$ cat src/hdl/wqp_ram.sv
// ----------------------------------------------------------------------------
// Windowed quota RAM
// Generic simple dual-port RAM with one write port and a registered read.
// ----------------------------------------------------------------------------
`default_nettype none

module wqp_ram #(
  parameter int unsigned Width = 16,
  parameter int unsigned Depth = 256
) (
  input  wire logic                     clk_i,
  input  wire logic                     wr_en_i,
  input  wire logic [$clog2(Depth)-1:0] wr_addr_i,
  input  wire logic [Width-1:0]         wr_data_i,
  input  wire logic [$clog2(Depth)-1:0] rd_addr_i,
  output      logic [Width-1:0]         rd_data_o
);

  logic [Width-1:0] mem_q [Depth];

  always_ff @(posedge clk_i) begin
    if (wr_en_i) begin
      mem_q[wr_addr_i] <= wr_data_i;
    end
    rd_data_o <= mem_q[rd_addr_i];
  end

endmodule

`default_nettype wire

$ cat config.mk
export PLATFORM = sky130hd
export DESIGN_NAME = wqp_ram
export DESIGN_NICKNAME = d
export VERILOG_FILES = /design/src/hdl/wqp_ram.sv
export SDC_FILE = /design/constraint.sdc
export NUM_CORES = 2
export LEC_CHECK = 0
export BUFFER_PORTS_ARGS = -buffer_cell sky130_fd_sc_hd__buf_2
export CAP_MARGIN = 20
export CORE_MARGIN = 5
export CORE_UTILIZATION = 45
export DETAILED_ROUTE_END_ITERATION = 7
export PLACE_DENSITY = 0.61
export SLEW_MARGIN = 20
export SYNTH_ARGS = -nofsm -noshare
export SYNTH_HDL_FRONTEND = slang
export SYNTH_SLANG_ARGS = --single-unit
export TNS_END_PERCENT = 30
$ cat constraint.sdc
create_clock -name clk_i -period 2.85 [get_ports clk_i]
set_clock_uncertainty 0.1 [all_clocks]
set_input_delay 0.285 -clock clk_i [delete_from_list [all_inputs] [get_ports clk_i]]
set_output_delay 0.285 -clock clk_i [all_outputs]
set_load 0.03 [all_outputs]
==> impl_metrics.csv <==
group,metric,value,unit
yosys,ys_ff_latch,4112,
timing,period_share,0.987,
timing,slew_headroom,0.226,
yosys,synth-edff-count,4096,
power_and_ir_drop,leakage,60.1,nW
timing,hold_viol_final,0,
yosys,yosysSeqAreaShare,0.777,
setup_path,criticalPathCategory,"reg2reg",
layout,nFillCells,27100,
cts,path_clk_slew,60,ps
yosys,ys_warn_count,0,
placement,place.gp.congestion,0.888,
layout,area_growth,17.1,%
setup_path,critPathLaunchType,"flip-flop",
drt,wl_met2,203,mm
power_and_ir_drop,power.share.clock,0.418,
layout,final_layout_size_suffix_gt1_frac,0.300,
cts,numCtsBuffers,409,
placement,dp_hpwl,269,mm
global_routing,grt_max_degree,121,
power_and_ir_drop,power.total,0.127,W
floorplanning,fp.dieArea,365000,µm²
cts,post_cts_buffers,0,
yosys,yosysTopAreaCell,"edfxtp_1",
yosys,synth_ff_type,"edfxtp_1",
cts,clock_sinks,4112,
timing,setup_tns,0,ps
drt,drc,0,
power_and_ir_drop,intPower,0.0999,W
cts,cts_max_level,5,
drt,detail-route-antenna-nets,0,
drt,drt-initial-drc-count,10600,
power_and_ir_drop,p_sw_frac,0.214,
timing,max_freq,0.355,GHz
global_routing,gr-total-overflow,0,
timing,slew_viol_final,0,
outcome,status,"finished clean",
drt,num_vias,81100,
power_and_ir_drop,ir_worst_vdd,0.514,mV
power_and_ir_drop,pwr-share-seq,0.525,
power_and_ir_drop,power_density,684,nW/µm²
layout,final_common_cell,"edfxtp_1",
yosys,synthesis.area,159000,µm²
drt,wl_met3,36.3,mm
timing,setup_viol,0,
global_routing,grt_pass1_wl,611,mm
layout,final_cell_mix,"edfxtp_1, buf_4, mux4_2",
setup_path,cp-end-kind,"flip-flop",
floorplanning,fp.coreArea,352000,µm²
yosys,synth_cell_types,52,
timing,worst_pin_slew,1150,ps
timing,finalHoldWorstSlack,84.6,ps
setup_path,crit_fanout,1,
placement,portBuffers,49,
yosys,async_flop_share,0,
global_routing,antenna_found_initial,23,
yosys,netlist_instances,7360,
global_routing,first_global_vias,81300,
yosys,synthTopCellsByArea,"edfxtp_1, mux4_2, mux2i_1",
power_and_ir_drop,switching_power,0.0272,W
floorplanning,die-width,604,µm
cts,clk_latency,990,ps
timing,min_period,2810,ps
layout,multi_input_area,33000,µm²
yosys,synth_area_per_cell,21.6,µm²
cts,cts_root_buf,"clkbuf_16",
drt,top_layer_used,"met5",
flow_run,drv_cap,0,
setup_path,cp_data_required_time,3590,ps
layout,seqCellArea,123000,µm²
min_path,hold_path.class,"in2reg",
timing,rsz0062_at_grt,"no",
drt,avgRoutedWirePerCell,32.2,µm
floorplanning,io_pins,50,
yosys,synth_top_area_share,0.775,
yosys,synth_nets,7394,
setup_path,cp.arrival,3550,ps
drt,via_per_inst,6.07,
floorplanning,rows,218,
layout,fin_area,186000,µm²
drt,wl_met1,173,mm
cts,clockBufferDepth,4,
drt,drt_wl_total,430,mm
layout,nNetsFinal,8424,
placement,placed_area,172000,µm²
cts,cts_tree,"yes",
floorplanning,dieHeight,604,µm
drt,first_pass_iters,6,
power_and_ir_drop,power_frac_comb,0.057,
floorplanning,start_util,0.451,
global_routing,grt_usage,0.233,
[through the flow]
| stage | util | cells | worst slack [ps] |
|---|---|---|---|
| after global placement | 0.490 | 12600 | -917 |
| final | 0.528 | 13400 | 36.1 |
| after detailed placement | 0.490 | 12600 | -868 |
| after floorplan | - | 7360 | 300 |
| after global routing | 0.528 | 13300 | 18.8 |
| after CTS | 0.528 | 13300 | 79.2 |
[power groups by stage]
stage               Sequential (W)  Clock (W)  Combinational [W]
floorplan                   0.0681          0            0.00329
global placement            0.0680          0            0.00709
detailed placement          0.0680          0            0.00719
CTS                         0.0667     0.0539            0.00724
global route                0.0667     0.0566            0.00753
finish                      0.0667     0.0531            0.00723
[flip-flops by register name, indices dropped and copies added, names as in the netlist]
signal / cells
mem_q: 4096
rd_data_o: 16
[worst max-delay path, cell delays in order (launching register included)]
cell	delay (ps)
edfxtp_1	370
mux4_2	470
mux2_2	310
a22oi_1	230
buf_4	180
nand2_1	240
o32ai_1	460
buf_4	260
nor4_1	80
[cell usage after synthesis (3+ instances only)]
master,instances
nand3_1,35
a31oi_1,6
nor4_1,17
clkbuf_1,230
nand4b_1,3
buf_6,77
mux2i_1,565
and3_1,11
buf_12,5
a22o_1,32
o22ai_1,148
o31ai_1,16
a22oi_1,43
a211oi_1,18
buf_8,11
inv_1,3
nand2b_1,3
o21ai_0,37
dfxtp_1,16
or2_2,4
buf_2,76
nor3_1,92
buf_4,26
a2111oi_0,6
buf_1,27
o32ai_1,20
nor2b_1,9
edfxtp_1,4096
nand2_1,38
mux4_2,797
nand4_1,26
o221ai_1,252
mux2_2,88
a21oi_1,175
a221oi_1,28
nor2_1,304
[area by class of cell]
class,instances,share of cell area
Antenna cell,14,0.000189
Clock inverter,246,0.0133
Multi-Input combinational cell,2792,0.178
Clock buffer,496,0.0577
Sequential cell,4112,0.664
Timing Repair Buffer,1071,0.0562
Tap cell,4620,0.0311
Inverter,4,0.000148
[cells by family after synthesis]
family          synth area share
compound gates            0.0354
simple gates              0.0157
buf+inv                   0.0169
flops                      0.777
mux                        0.155
[path summary, 6_finish.rpt]
kind	startpoint	endpoint	slack, ps	cells past startpoint
worst max-delay path	mem_q[11][12]	rd_data_o[12]	40	8
worst min-delay path	wr_addr_i[0]	mem_q[199][6]	80	4
worst max register to register	mem_q[11][12]	rd_data_o[12]	40	8
worst min register to register	mem_q[232][5]	rd_data_o[5]	960	6
[routing by layer]
metal  vias up  GRT usage
li1      33400          -
met1     43400      0.327
met2      3589      0.366
met3       713     0.0473
met4         6     0.0831
met5         -          0
[timing repair]
action | 4_1_cts | 5_1_grt
hold buffers | 20 | 0
hold endpoints to repair | 2415 | 0
gates resized for setup | 2 | 0
endpoints found under the setup margin | 1 | 0
Power figures use the tool's default switching activity.
